## config.mk

```make
export PLATFORM = sky130hd
export DESIGN_NAME = line_rasterizer_flat
export DESIGN_NICKNAME = d
export VERILOG_FILES = /design/src/lr_pkg.sv /design/src/lr_in_if.sv /design/src/lr_out_if.sv /design/src/line_rasterizer.sv /design/src/lr_setup.sv /design/src/lr_step.sv /design/src/flat_wrapper.sv
export SDC_FILE = /design/constraint.sdc
export NUM_CORES = 1
export LEC_CHECK = 0
export ABC_CLOCK_PERIOD_IN_PS = 11400
export BUFFER_PORTS_ARGS = -buffer_cell sky130_fd_sc_hd__buf_2
export CAP_MARGIN = 0
export CORE_MARGIN = 8
export CORE_UTILIZATION = 55
export CTS_CLUSTER_SIZE = 25
export DETAILED_ROUTE_END_ITERATION = 10
export PLACE_DENSITY = 0.83
export SLEW_MARGIN = 20
export SYNTH_ARGS = -nofsm -noshare
export SYNTH_HDL_FRONTEND = slang
export SYNTH_SLANG_ARGS = --single-unit
```

## constraint.sdc

```tcl
create_clock -name clk -period 11.4 [get_ports clk]
set_clock_uncertainty 0.1 [all_clocks]
set_input_delay 1.14 -clock clk [delete_from_list [all_inputs] [get_ports clk]]
set_output_delay 1.14 -clock clk [all_outputs]
set_load 0.005 [all_outputs]
```

## src/lr_pkg.sv

```systemverilog
`timescale 1ns / 1ps

package lr_pkg;

    localparam int COL_BITS   = 9;
    localparam int ROW_BITS   = 8;
    localparam int CRD_BITS   = (COL_BITS > ROW_BITS) ? COL_BITS : ROW_BITS;
    localparam int ERR_BITS   = CRD_BITS + 2;
    localparam int ADDR_BITS  = 32;
    localparam int RED_BITS   = 5;
    localparam int GREEN_BITS = 6;
    localparam int BLUE_BITS  = 5;
    localparam int COLOR_BITS = RED_BITS + GREEN_BITS + BLUE_BITS;

    typedef enum logic {
        CMD_LOAD = 1'b0,
        CMD_STEP = 1'b1
    } lr_cmd_t;

    // One request as held in the input register
    typedef struct packed {
        lr_cmd_t               cmd;
        logic [COL_BITS-1:0]   x_start;
        logic [ROW_BITS-1:0]   y_start;
        logic [COL_BITS-1:0]   x_end;
        logic [ROW_BITS-1:0]   y_end;
        logic [RED_BITS-1:0]   red;
        logic [GREEN_BITS-1:0] green;
        logic [BLUE_BITS-1:0]  blue;
    } lr_req_t;

    // Walker state of one line
    typedef struct packed {
        logic                       steep;
        logic [CRD_BITS-1:0]        major_pos;
        logic [CRD_BITS-1:0]        minor_pos;
        logic [CRD_BITS-1:0]        major_end;
        logic [CRD_BITS-1:0]        delta_major;
        logic [CRD_BITS-1:0]        delta_minor;
        logic signed [ERR_BITS-1:0] error_term;
        logic                       minor_down;
        logic [COLOR_BITS-1:0]      line_color;
    } lr_line_t;

    // One pixel write
    typedef struct packed {
        logic [ADDR_BITS-1:0]  pixel_address;
        logic [COLOR_BITS-1:0] pixel_value;
        logic                  last;
    } lr_pix_t;

endpackage

```

## src/lr_in_if.sv

```systemverilog
`timescale 1ns / 1ps

interface lr_in_if;
    import lr_pkg::*;

    logic                  valid;
    logic                  ready;
    lr_cmd_t               cmd;
    logic [COL_BITS-1:0]   x_start;
    logic [ROW_BITS-1:0]   y_start;
    logic [COL_BITS-1:0]   x_end;
    logic [ROW_BITS-1:0]   y_end;
    logic [RED_BITS-1:0]   red;
    logic [GREEN_BITS-1:0] green;
    logic [BLUE_BITS-1:0]  blue;

    modport source (
        output valid, cmd, x_start, y_start, x_end, y_end, red, green, blue,
        input  ready
    );

    modport sink (
        input  valid, cmd, x_start, y_start, x_end, y_end, red, green, blue,
        output ready
    );

endinterface

```

## src/lr_out_if.sv

```systemverilog
`timescale 1ns / 1ps

interface lr_out_if;
    import lr_pkg::*;

    logic                  valid;
    logic                  ready;
    logic [ADDR_BITS-1:0]  pixel_address;
    logic [COLOR_BITS-1:0] pixel_value;
    logic                  last;

    modport source (
        output valid, pixel_address, pixel_value, last,
        input  ready
    );

    modport sink (
        input  valid, pixel_address, pixel_value, last,
        output ready
    );

endinterface

```

## src/line_rasterizer.sv

```systemverilog
`timescale 1ns / 1ps
// Bresenham line rasterizer for a 512 x 256 RGB565 frame buffer.
// Requests arrive on in_ch (valid/ready). A load request (cmd LOAD) takes two
// endpoints and a colour and primes the walker; any unfinished line is
// dropped. A step request (cmd STEP) yields one pixel write on out_ch: the
// byte address frame_base + row*1024 + column*2, the packed colour, and last
// on the final pixel. A step with no line loaded, and every load, yield
// nothing. Write frame_base via cfg_we/cfg_data only while idle (unenforced).
// Timing: the edge that takes a step request loads the request register, and
// the pixel register loads the pixel once the walker may advance, so the
// pixel shows on out_ch after both registers; an out_ch stall can delay it.
// Throughput: one request per cycle while out_ch is not held off; the walker
// state feeds back to itself, so consecutive steps do not wait on each other.
// Stall: while out_ch is held off, the pixel register holds its write and the
// request register takes one more request if empty, then in_ch.ready drops.
// Reset (rst_n low, asynchronous) empties both registers, clears the walker
// to no line loaded and sets frame_base to zero.

module line_rasterizer (
    input  logic                         clk,
    input  logic                         rst_n,
    input  logic                         cfg_we,
    input  logic [lr_pkg::ADDR_BITS-1:0] cfg_data,
    lr_in_if.sink                        in_ch,
    lr_out_if.source                     out_ch
);
    import lr_pkg::*;

    logic                 req_valid_reg;
    lr_req_t              req_reg;
    logic                 out_valid_reg;
    lr_pix_t              pix_reg;
    logic [ADDR_BITS-1:0] frame_base_reg;

    logic     out_free;
    logic     advance;
    logic     emit;
    lr_pix_t  pix;
    lr_line_t setup;

    // The walker may advance whenever the pixel register is empty or is
    // being emptied this cycle; a load never needs the pixel register but
    // waits with the rest to keep requests in order.
    assign out_free    = !out_valid_reg || out_ch.ready;
    assign advance     = req_valid_reg && out_free;
    assign in_ch.ready = !req_valid_reg || out_free;

    // Frame base register
    always_ff @(posedge clk or negedge rst_n)
    begin
        if (!rst_n)
        begin
            frame_base_reg <= '0;
        end
        else if (cfg_we)
        begin
            frame_base_reg <= cfg_data;
        end
    end

    // Request register
    always_ff @(posedge clk or negedge rst_n)
    begin
        if (!rst_n)
        begin
            req_valid_reg <= 1'b0;
        end
        else if (in_ch.ready)
        begin
            req_valid_reg <= in_ch.valid;
        end
    end

    always_ff @(posedge clk)
    begin
        if (in_ch.valid && in_ch.ready)
        begin
            req_reg.cmd     <= in_ch.cmd;
            req_reg.x_start <= in_ch.x_start;
            req_reg.y_start <= in_ch.y_start;
            req_reg.x_end   <= in_ch.x_end;
            req_reg.y_end   <= in_ch.y_end;
            req_reg.red     <= in_ch.red;
            req_reg.green   <= in_ch.green;
            req_reg.blue    <= in_ch.blue;
        end
    end

    // Orientation, ordering and error priming for a load
    lr_setup u_setup (
        .req  (req_reg),
        .line (setup)
    );

    // Walker state and pixel address
    lr_step u_step (
        .clk        (clk),
        .rst_n      (rst_n),
        .advance    (advance),
        .req        (req_reg),
        .setup      (setup),
        .frame_base (frame_base_reg),
        .emit       (emit),
        .pix        (pix)
    );

    // Pixel register: hold while stalled, refill when free
    always_ff @(posedge clk or negedge rst_n)
    begin
        if (!rst_n)
        begin
            out_valid_reg <= 1'b0;
        end
        else if (out_free)
        begin
            out_valid_reg <= emit;
        end
    end

    always_ff @(posedge clk)
    begin
        if (emit)
        begin
            pix_reg <= pix;
        end
    end

    assign out_ch.valid         = out_valid_reg;
    assign out_ch.pixel_address = pix_reg.pixel_address;
    assign out_ch.pixel_value   = pix_reg.pixel_value;
    assign out_ch.last          = pix_reg.last;

endmodule

```

## src/lr_setup.sv

```systemverilog
`timescale 1ns / 1ps

module lr_setup (
    input  lr_pkg::lr_req_t  req,
    output lr_pkg::lr_line_t line
);
    import lr_pkg::*;

    logic [COL_BITS-1:0] span_x;
    logic [ROW_BITS-1:0] span_y;
    logic                steep;
    logic [CRD_BITS-1:0] a0;
    logic [CRD_BITS-1:0] b0;
    logic [CRD_BITS-1:0] a1;
    logic [CRD_BITS-1:0] b1;
    logic [CRD_BITS-1:0] lo_a;
    logic [CRD_BITS-1:0] lo_b;
    logic [CRD_BITS-1:0] hi_a;
    logic [CRD_BITS-1:0] hi_b;
    logic [CRD_BITS-1:0] d_major;

    always_comb
    begin
        span_x = (req.x_end > req.x_start) ? (req.x_end - req.x_start)
                                           : (req.x_start - req.x_end);
        span_y = (req.y_end > req.y_start) ? (req.y_end - req.y_start)
                                           : (req.y_start - req.y_end);
        steep  = CRD_BITS'(span_x) < CRD_BITS'(span_y);

        // pick the major axis
        if (steep)
        begin
            a0 = CRD_BITS'(req.y_start);
            b0 = CRD_BITS'(req.x_start);
            a1 = CRD_BITS'(req.y_end);
            b1 = CRD_BITS'(req.x_end);
        end
        else
        begin
            a0 = CRD_BITS'(req.x_start);
            b0 = CRD_BITS'(req.y_start);
            a1 = CRD_BITS'(req.x_end);
            b1 = CRD_BITS'(req.y_end);
        end

        // order so the major coordinate rises
        if (a0 > a1)
        begin
            lo_a = a1;
            lo_b = b1;
            hi_a = a0;
            hi_b = b0;
        end
        else
        begin
            lo_a = a0;
            lo_b = b0;
            hi_a = a1;
            hi_b = b1;
        end

        d_major = hi_a - lo_a;

        line.steep       = steep;
        line.major_pos   = lo_a;
        line.minor_pos   = lo_b;
        line.major_end   = hi_a;
        line.delta_major = d_major;
        line.delta_minor = (hi_b > lo_b) ? (hi_b - lo_b) : (lo_b - hi_b);
        line.error_term  = -$signed(ERR_BITS'(d_major >> 1));
        line.minor_down  = !(lo_b < hi_b);
        line.line_color  = {req.red, req.green, req.blue};
    end

endmodule

```

## src/lr_step.sv

```systemverilog
`timescale 1ns / 1ps

module lr_step (
    input  logic                         clk,
    input  logic                         rst_n,
    input  logic                         advance,
    input  lr_pkg::lr_req_t              req,
    input  lr_pkg::lr_line_t             setup,
    input  logic [lr_pkg::ADDR_BITS-1:0] frame_base,
    output logic                         emit,
    output lr_pkg::lr_pix_t              pix
);
    import lr_pkg::*;

    logic                       active_reg;
    logic                       active_next;
    lr_line_t                   line_reg;
    lr_line_t                   line_next;
    logic [COL_BITS-1:0]        col;
    logic [ROW_BITS-1:0]        row;
    logic                       is_last;
    logic signed [ERR_BITS-1:0] err_sum;

    always_comb
    begin
        emit = advance && (req.cmd == CMD_STEP) && active_reg;

        col = line_reg.steep ? line_reg.minor_pos[COL_BITS-1:0]
                             : line_reg.major_pos[COL_BITS-1:0];
        row = line_reg.steep ? line_reg.major_pos[ROW_BITS-1:0]
                             : line_reg.minor_pos[ROW_BITS-1:0];
        is_last = (line_reg.major_pos == line_reg.major_end);

        pix.pixel_address = frame_base + ADDR_BITS'({row, col, 1'b0});
        pix.pixel_value   = line_reg.line_color;
        pix.last          = is_last;

        err_sum = line_reg.error_term + $signed(ERR_BITS'(line_reg.delta_minor));

        active_next = active_reg;
        line_next   = line_reg;
        if (advance && (req.cmd == CMD_LOAD))
        begin
            active_next = 1'b1;
            line_next   = setup;
        end
        else if (emit)
        begin
            if (is_last)
            begin
                active_next = 1'b0;
            end
            else
            begin
                line_next.error_term = err_sum;
                if (!err_sum[ERR_BITS-1])
                begin
                    line_next.minor_pos = line_reg.minor_down
                                        ? (line_reg.minor_pos - 1'b1)
                                        : (line_reg.minor_pos + 1'b1);
                    line_next.error_term =
                        err_sum - $signed(ERR_BITS'(line_reg.delta_major));
                end
                line_next.major_pos = line_reg.major_pos + 1'b1;
            end
        end
    end

    always_ff @(posedge clk or negedge rst_n)
    begin
        if (!rst_n)
        begin
            active_reg <= 1'b0;
            line_reg   <= '0;
        end
        else
        begin
            active_reg <= active_next;
            line_reg   <= line_next;
        end
    end

endmodule

```

## src/flat_wrapper.sv

```systemverilog
// flat-port wrapper written by rule: the top's interface ports become plain ports
module line_rasterizer_flat import lr_pkg::*;
  (clk, rst_n, cfg_we, cfg_data, in_ch_valid, in_ch_cmd, in_ch_x_start, in_ch_y_start, in_ch_x_end, in_ch_y_end, in_ch_red, in_ch_green, in_ch_blue, in_ch_ready, out_ch_valid, out_ch_pixel_address, out_ch_pixel_value, out_ch_last, out_ch_ready);
  lr_in_if in_ch_i ();
  lr_out_if out_ch_i ();
  input  logic clk;
  input  logic rst_n;
  input  logic cfg_we;
  input  logic [lr_pkg::ADDR_BITS-1:0] cfg_data;
  input wire logic [$bits(in_ch_i.valid)-1:0] in_ch_valid;
  input wire logic [$bits(in_ch_i.cmd)-1:0] in_ch_cmd;
  input wire logic [$bits(in_ch_i.x_start)-1:0] in_ch_x_start;
  input wire logic [$bits(in_ch_i.y_start)-1:0] in_ch_y_start;
  input wire logic [$bits(in_ch_i.x_end)-1:0] in_ch_x_end;
  input wire logic [$bits(in_ch_i.y_end)-1:0] in_ch_y_end;
  input wire logic [$bits(in_ch_i.red)-1:0] in_ch_red;
  input wire logic [$bits(in_ch_i.green)-1:0] in_ch_green;
  input wire logic [$bits(in_ch_i.blue)-1:0] in_ch_blue;
  output wire logic [$bits(in_ch_i.ready)-1:0] in_ch_ready;
  output wire logic [$bits(out_ch_i.valid)-1:0] out_ch_valid;
  output wire logic [$bits(out_ch_i.pixel_address)-1:0] out_ch_pixel_address;
  output wire logic [$bits(out_ch_i.pixel_value)-1:0] out_ch_pixel_value;
  output wire logic [$bits(out_ch_i.last)-1:0] out_ch_last;
  input wire logic [$bits(out_ch_i.ready)-1:0] out_ch_ready;
  assign in_ch_i.valid = in_ch_valid;
  assign in_ch_i.cmd = in_ch_cmd;
  assign in_ch_i.x_start = in_ch_x_start;
  assign in_ch_i.y_start = in_ch_y_start;
  assign in_ch_i.x_end = in_ch_x_end;
  assign in_ch_i.y_end = in_ch_y_end;
  assign in_ch_i.red = in_ch_red;
  assign in_ch_i.green = in_ch_green;
  assign in_ch_i.blue = in_ch_blue;
  assign in_ch_ready = in_ch_i.ready;
  assign out_ch_valid = out_ch_i.valid;
  assign out_ch_pixel_address = out_ch_i.pixel_address;
  assign out_ch_pixel_value = out_ch_i.pixel_value;
  assign out_ch_last = out_ch_i.last;
  assign out_ch_i.ready = out_ch_ready;
  line_rasterizer u_core (.clk(clk), .rst_n(rst_n), .cfg_we(cfg_we), .cfg_data(cfg_data), .in_ch(in_ch_i), .out_ch(out_ch_i));
endmodule
```

==> reports/metrics.csv, run 1 <==
stage,metric,value,unit
logic_synthesis,sequential share of the synthesized area,0.416,
logic_synthesis,YS warnings,0,
timing,Max Slew Vio Count,0,
clocking,CTS tree,yes,
clocking,clock tree buffer depth,3,
logic_synthesis,Post-synth EDFFs,100,
logic_synthesis,Yosys reg bits,209,
setup_path,CP max FO,17,
timing,Final Setup Violations,0,
timing,period utilization,0.926,
setup_path,critical path's slowest cell,edfxtp_1,
placed_design,RePlAce Congestion,0.960,
setup_path,startpoint types,flop,
setup_path,WP data arrival,10840,ps
timing,RSZ-0062 raised after global routing,false,
detailed_routing,Antenna Nets Post-Route,0,
logic_synthesis,syn avg cell area,9.65,sq um
logic_synthesis,Post-synth ARST share,0.522,
detailed_routing,vias per cell,5.95,
placed_design,DP HPWL,27.8,mm
cells_and_area,fin nets,1759,
clocking,"Clk Latency, worst-skew pair",530,ps
cells_and_area,max FFs per register,58,
timing,transition time of the tightest slew-check pin,893,ps
setup_path,endpoint class of the critical path,flop,
hold_path,hold_sp,u_core.req_reg[9]$_DFFE_PP_,
timing,slew margin rel.,0.404,
logic_synthesis,Mapped Cells,1429,
setup_path,worst r2r path cells,51,
logic_synthesis,Post-synth top flop,dfrtp_1,
cells_and_area,layout cells sized above 1,0.172,
die,area of the core,24900,sq um
grt,largest net degree at the start of global routing,76,
logic_synthesis,Mapped Area,13800,sq um
clocking,Sink Count,209,
die,Site Rows,58,
timing,minimum clock period,10560,ps
die,Starting Density,0.554,
detailed_routing,WL/cell,19.7,um
hold_path,WHS Path Cells,2,
setup_path,"Largest stage delay, worst path",480,ps
hold_path,Hold Crit Class,flop to flop,
setup_path,worst path required time,11680,ps
logic_synthesis,Syn Nets,1636,
grt,GRT overflow,0,
grt,first-pass GRT wire length,59.0,mm
die,Die Wd,174,um
timing,f_max,94.7,MHz
clocking,H-tree depth,1,
clocking,CTS Buf Count,23,
setup_path,Worst R2R End,u_core.u_step.line_reg[36]$_DFFE_PN0P_,
detailed_routing,drt total wl,37.4,mm
setup_path,Worst R2R Setup Slack,840,ps
placed_design,# port buffers,138,
detailed_routing,detailed router's first-iteration violation count,995,
die,IO Pins,139,
cells_and_area,Diodes inserted,0,
grt,initial antenna violation count,0,
timing,setup_tns,0,ps
detailed_routing,# DRC,0,
grt,vias in the first global route,11300,
run_status,status,"complete, no violations",
logic_synthesis,"Distinct cells, synth",76,
timing,"Hold Violations, Final",0,
die,die height,174,um
detailed_routing,DR vias,11300,
clocking,Post-CTS Repair Setup Buffers,0,
die,die area,30400,sq um
detailed_routing,DR pass1 iterations,8,
cells_and_area,area delta synth->final,13.2,%
hold_path,Min-Delay Endpoint,u_core.u_step.pix[10]$_DFFE_PN0P_,
setup_path,R2R Path Start,u_core.req_reg[16]$_DFFE_PP_,
clocking,clock-pin slew on the worst setup and hold paths,60,ps
grt,GRT Util Overall,0.238,
setup_path,critical path class,flop to flop,
clocking,clock tree root driver cell,clkbuf_16,
job,Max-Cap Viols,0,
cell usage in the layout (no fill, tap or decap), drive strengths merged, types with 5 or more instances in the layout:
master | synthesis | final
a211o | 5 | 5
a211oi | 14 | 14
a21boi | 7 | 7
a21o | 36 | 36
a21oi | 100 | 100
a31oi | 9 | 9
and3 | 9 | 9
buf | 16 | 150
clkbuf | 37 | 34
clkinv | 0 | 5
dfrtp | 109 | 109
edfxtp | 100 | 100
fa | 10 | 10
ha | 109 | 109
inv | 107 | 107
mux2 | 54 | 54
mux2i | 38 | 38
nand2 | 176 | 176
nand2b | 10 | 10
nand3 | 22 | 23
nand4 | 12 | 12
nor2 | 112 | 112
nor2b | 13 | 13
nor3 | 17 | 17
o211ai | 11 | 11
o21a | 11 | 11
o21ai | 111 | 111
o21bai | 8 | 8
o221ai | 9 | 9
o31ai | 7 | 7
or3 | 5 | 5
xnor2 | 58 | 58
xor2 | 34 | 34
logic make-up after synthesis:
| family | synth area share |
|---|---|
| compound gates | 0.165 |
| xor+xnor | 0.0584 |
| fa+ha+maj | 0.116 |
| buf+inv | 0.0452 |
| flops | 0.416 |
| mux | 0.0719 |
| simple gates | 0.128 |
worst max path at each step:
| stage | start | end | slack (ps) | cells past startpoint |
|---|---|---|---|---|
| 3_5_place_dp | u_core.req_reg[16]$_DFFE_PP_ | u_core.u_step.line_reg[36]$_DFFE_PN0P_ | 410 | 48 |
| 6_report | u_core.req_reg[16]$_DFFE_PP_ | u_core.u_step.line_reg[36]$_DFFE_PN0P_ | 840 | 51 |
| 3_3_place_gp | u_core.req_reg[16]$_DFFE_PP_ | u_core.u_step.line_reg[36]$_DFFE_PN0P_ | 640 | 46 |
| 4_1_cts | u_core.req_reg[16]$_DFFE_PP_ | u_core.u_step.line_reg[36]$_DFFE_PN0P_ | 360 | 48 |
| 2_1_floorplan | u_core.req_reg[16]$_DFFE_PP_ | u_core.u_step.line_reg[36]$_DFFE_PN0P_ | 960 | 52 |
| 5_1_grt | u_core.req_reg[16]$_DFFE_PP_ | u_core.u_step.line_reg[36]$_DFFE_PN0P_ | 40 | 51 |
critical path, delay by kind of cell, from the launching register on:
kind,cells,cell delay [ps]
multiplexers,1,210
XOR/XNOR,2,320
AND/OR/NAND/NOR,8,1340
AO/OA/AOI/OAI,29,5290
buffers and inverters,4,610
adder cells (fa/ha/maj),7,2060
flip-flops,1,480
synth_stat cells, drive strengths merged, types with 5 or more instances:
cell / n / area, sq um
a211o: 5 / 43.8
a211oi: 14 / 110
a21boi: 7 / 52.6
a21o: 36 / 270
a21oi: 100 / 508
a31oi: 9 / 77.6
and3: 9 / 56.3
buf: 16 / 82.6
clkbuf: 37 / 139
dfrtp: 109 / 2730
edfxtp: 100 / 3000
fa: 10 / 200
ha: 109 / 1360
inv: 107 / 402
mux2: 54 / 612
mux2i: 38 / 380
nand2: 176 / 661
nand2b: 10 / 62.6
nand3: 22 / 110
nand4: 12 / 75.1
nor2: 112 / 428
nor2b: 13 / 81.3
nor3: 17 / 96.4
o211ai: 11 / 82.6
o21a: 11 / 83.8
o21ai: 111 / 571
o21bai: 8 / 60.1
o221ai: 9 / 85.1
o31ai: 7 / 66.3
or3: 5 / 31.3
xnor2: 58 / 508
xor2: 34 / 298
final cells by class:
| cell class | count | area, sq um |
|---|---|---|
| Clock buffer | 34 | 668 |
| Clock inverter | 7 | 97.6 |
| Fill cell | 1965 | 9280 |
| Inverter | 107 | 403 |
| Multi-Input combinational cell | 1061 | 7500 |
| Sequential cell | 209 | 5730 |
| Tap cell | 330 | 413 |
| Timing Repair Buffer | 150 | 800 |
per-layer routing:
metal | GRT usage | share of wire
met1 | 0.299 | 0.41
met2 | 0.403 | 0.48
met3 | 0.0391 | 0.068
met4 | 0.0948 | 0.039
met5 | 0 | 0
timing repair:
item / 4_1_cts / 5_1_grt
resized for setup: 0 / 12
setup endpoints to repair: 0 / 6
hold buffers: 0 / 0
endpoints found under the hold margin: 0 / 0
per-stage QoR:
stage          setup slack (ps)  instance area (sq um)  cells  hold WS, ps   util
6_report                    843                  15600   1898          339  0.627
5_1_grt                    37.5                  15600   1898          350  0.627
4_1_cts                     361                  15600   1897          341  0.625
3_5_place_dp                408                  14800   1856          326  0.594
3_3_place_gp                643                  14800   1856          318  0.594
2_1_floorplan               965                  13800   1429          315      -
Power of run 1 is not shown: default switching activity piles up to over one toggle a cycle in this logic, so the estimate is an artifact.
==> inputs of run 2 (changes only) <==
- SYNTH_HIERARCHICAL: default -> 1
==> run 2 against run 1 <==
Net effect: via count grew 4.4%; setup slack better by 5.3 ps; count of clock-buffer cells in the layout is 5 lower; register-to-register slack barely moved; largest cell class unchanged; sequential cell count unchanged; routed wire length rose by 0.77%; fmax about the same; highest routed layer unchanged; global-route usage decreased by 1.2 points; sequential share of layout area is 1.6 points lower; critical path depth is 2 lower; synthesized cell count is 9.1% higher; critical endpoint is now u_core/u_step/line_reg[36]$_DFFE_PN0P_.
==> reports/metrics.csv, run 2 <==
stage,metric,value,unit,change
detailed_routing,vias per cell,5.85,,-1.6%
clocking,CTS tree,yes,,
die,Starting Density,0.553,,-0.00108
setup_path,crit path buf inv count,3,,-1
setup_path,CP most frequent cell,o21ai_0,,
die,Site Rows,60,,+3.4%
setup_path,"Largest stage delay, worst path",450,ps,-30 ps
timing,"Hold Violations, Final",0,,unchanged
cells_and_area,fin nets,1861,,+5.8%
grt,GRT Util Overall,0.226,,-0.0121
run_status,status,"complete, no violations",,
logic_synthesis,sequential share of the synthesized area,0.389,,-0.0267
placed_design,# port buffers,138,,unchanged
detailed_routing,DR pass1 iterations,5,,-3
clocking,"Clk Latency, worst-skew pair",530,ps,about the same
cells_and_area,area delta synth->final,10.8,%,
detailed_routing,DR vias,11800,,+4.4%
detailed_routing,drt total wl,37.7,mm,+0.77%
setup_path,startpoint types,flop,,
clocking,CTS Hold Bufs,0,,unchanged
timing,f_max,94.8,MHz,about the same
hold_path,Hold Crit Class,flop to flop,,
clocking,clock tree root driver cell,clkbuf_16,,
timing,minimum clock period,10550,ps,-5.30 ps
logic_synthesis,top-count cell post-synth,nand2_1,,
grt,vias in the first global route,11700,,+3.3%
cells_and_area,Diodes inserted,0,,unchanged
timing,RSZ-0062 raised after global routing,false,,
grt,initial antenna violation count,0,,unchanged
grt,GRT overflow,0,,unchanged
timing,Final Setup Violations,0,,unchanged
die,die area,32300,sq um,+6.2%
timing,transition time of the tightest slew-check pin,1000,ps,+110 ps
placed_design,DP HPWL,28.4,mm,+2.1%
setup_path,Worst R2R End,u_core/u_step/line_reg[36]$_DFFE_PN0P_,,
setup_path,worst path required time,11760,ps,+80 ps
logic_synthesis,post-synth top area share,0.204,,-0.0140
setup_path,Worst R2R Setup Slack,850,ps,about the same
placed_design,RePlAce Congestion,0.981,,+2.2%
setup_path,critical path's top delay family,compound AO/OA/AOI/OAI gates,,
die,die height,180,um,+3.1%
timing,slew margin rel.,0.331,,-0.0725
grt,first-pass GRT wire length,60.7,mm,+2.9%
cells_and_area,Fillers,2126,,+8.2%
clocking,CTS Buf Count,24,,+4.3%
logic_synthesis,synth top area cells,"edfxtp_1 20%, dfrtp_1 19%, ha_1 9.3%",,
detailed_routing,detailed router's first-iteration violation count,1068,,+7.3%
cells_and_area,multi-input logic area,8100,sq um,+8.0%
clocking,clock tree buffer depth,3,,unchanged
logic_synthesis,YS warnings,6,,+6
setup_path,endpoint class of the critical path,flop,,
setup_path,critical path's slowest cell,edfxtp_1,,
detailed_routing,# DRC,0,,unchanged
setup_path,R2R Path Start,u_core/req_reg[16]$_DFFE_PP_,,
timing,WHS,337,ps,-2.21 ps
cells_and_area,max FFs per register,58,,unchanged
logic_synthesis,Post-synth top flop,dfrtp_1,,
logic_synthesis,Post-synth EDFFs,100,,unchanged
logic_synthesis,Syn Nets,1766,,+7.9%
timing,period utilization,0.926,,about the same
setup_path,Critical Path Source,u_core/req_reg[16]$_DFFE_PP_,,
die,IO Pins,139,,unchanged
detailed_routing,Antenna Nets Post-Route,0,,unchanged
die,Die Wd,180,um,+3.1%
cells_and_area,"most common cell after layout, fill and taps aside",nand2_1,,
setup_path,crit path capture,u_core/u_step/line_reg[36]$_DFFE_PN0P_,,
hold_path,WHS Path Cells,2,,unchanged
detailed_routing,WL/cell,18.7,um,-5.0%
hold_path,hold_sp,u_core/req_reg[10]$_DFFE_PP_,,
cells_and_area,Register Area,5730,sq um,unchanged
logic_synthesis,"area leader, netlist",edfxtp_1,,
clocking,H-tree depth,1,,unchanged
setup_path,critical path class,flop to flop,,
setup_path,WP data arrival,10910,ps,+70 ps
timing,Max Slew Vio Count,0,,unchanged
logic_synthesis,synth cell count leaders,"236 x nand2_1, 109 x a21oi_1, 109 x dfrtp_1, 109 x ha_1, 104 x inv_1",,
job,Max-Cap Viols,0,,unchanged
setup_path,Worst path depth,49,,-3.9%
die,area of the core,26700,sq um,+7.1%
cells_and_area,most frequent cells in the layout,"235 x nand2_1, 137 x buf_2, 109 x dfrtp_1, 109 x a21oi_1, 108 x ha_1",,
clocking,Sink Count,209,,unchanged
logic_synthesis,Mapped Area,14700,sq um,+6.9%
setup_path,CP max FO,13,,-4
logic_synthesis,Post-synth ARST share,0.522,,unchanged
cells_and_area,layout cells sized above 1,0.174,,+0.00249
logic_synthesis,"Distinct cells, synth",82,,+7.9%
logic_synthesis,syn avg cell area,9.45,sq um,-2.1%
timing,setup_tns,0,ps,unchanged
grt,largest net degree at the start of global routing,70,,-7.9%
logic_synthesis,Yosys reg bits,209,,unchanged
logic_synthesis,Mapped Cells,1559,,+9.1%
clocking,clock-pin slew on the worst setup and hold paths,60,ps,about the same
setup_path,worst r2r path cells,49,,-3.9%
run 2: cell types whose count changed in the layout (fill, tap and decap cells not counted), moves of 12 or more:
cell | before | now
mux2_2 | 53 | 25
nor3_1 | 16 | 28
o21ai_0 | 101 | 88
nand3_1 | 21 | 33
nor2_1 | 109 | 97
xor2_1 | 34 | 22
buf_4 | 11 | 24
mux2_4 | 1 | 31
mux2i_1 | 37 | 50
nand2_1 | 175 | 235
run 2: tightest hold or removal path, stage by stage, from the launching register on:
cell	delay [ps]
edfxtp_1	320
nand2_1	40
nand2_1	40
run 2: worst min-delay path by stage:
stage,end
2_1_floorplan,u_core/u_step/pix[10]$_DFFE_PN0P_
4_1_cts,u_core/u_step/pix[11]$_DFFE_PN0P_
3_3_place_gp,u_core/u_step/pix[9]$_DFFE_PN0P_
3_5_place_dp,u_core/u_step/pix[11]$_DFFE_PN0P_
6_report,u_core/u_step/pix[11]$_DFFE_PN0P_
5_1_grt,u_core/u_step/pix[11]$_DFFE_PN0P_
run 2: area by class of cell:
class                      instances  share of cell area
multi-input combinational       1153               0.496
sequential                       209               0.351
timing repair buffer             161              0.0530
clock buffer                      29              0.0391
tap                              341              0.0261
inverter                         105              0.0243
clock inverter                    15              0.0107
run 2: per-layer routing:
metal  up-vias  GRT usage  wire length [um]
li1       5632          -                 -
met1      5607      0.291             16100
met2       455      0.375             17800
met3        90     0.0387              2460
met4         0     0.0890              1440
met5         -          0                 0
run 2: cells by family after synthesis:
logic type | synth area share
buffers and inverters | 0.0661
AOI/OAI and AO/OA | 0.155
adders and majority gates | 0.108
DFF | 0.389
and+or+nand+nor | 0.144
xor gates and xnor gates | 0.0522
muxes | 0.0856
run 2: stage by stage:
stage	area (sq um)	std cells	setup slack [ps]	utilization
2_1_floorplan	14700	1559	1080	-
3_3_place_gp	15400	1962	725	0.579
5_1_grt	16300	2013	52.9	0.613
6_report	16300	2013	849	0.613
3_5_place_dp	15400	1962	282	0.579
4_1_cts	16200	2006	242	0.610
run 2: repair_timing:
action | CTS | global route
gates resized for setup | 0 | 8
setup endpoints to repair | 0 | 17
buffers inserted | 0 | 5
Power of run 2 is left out for the same reason.
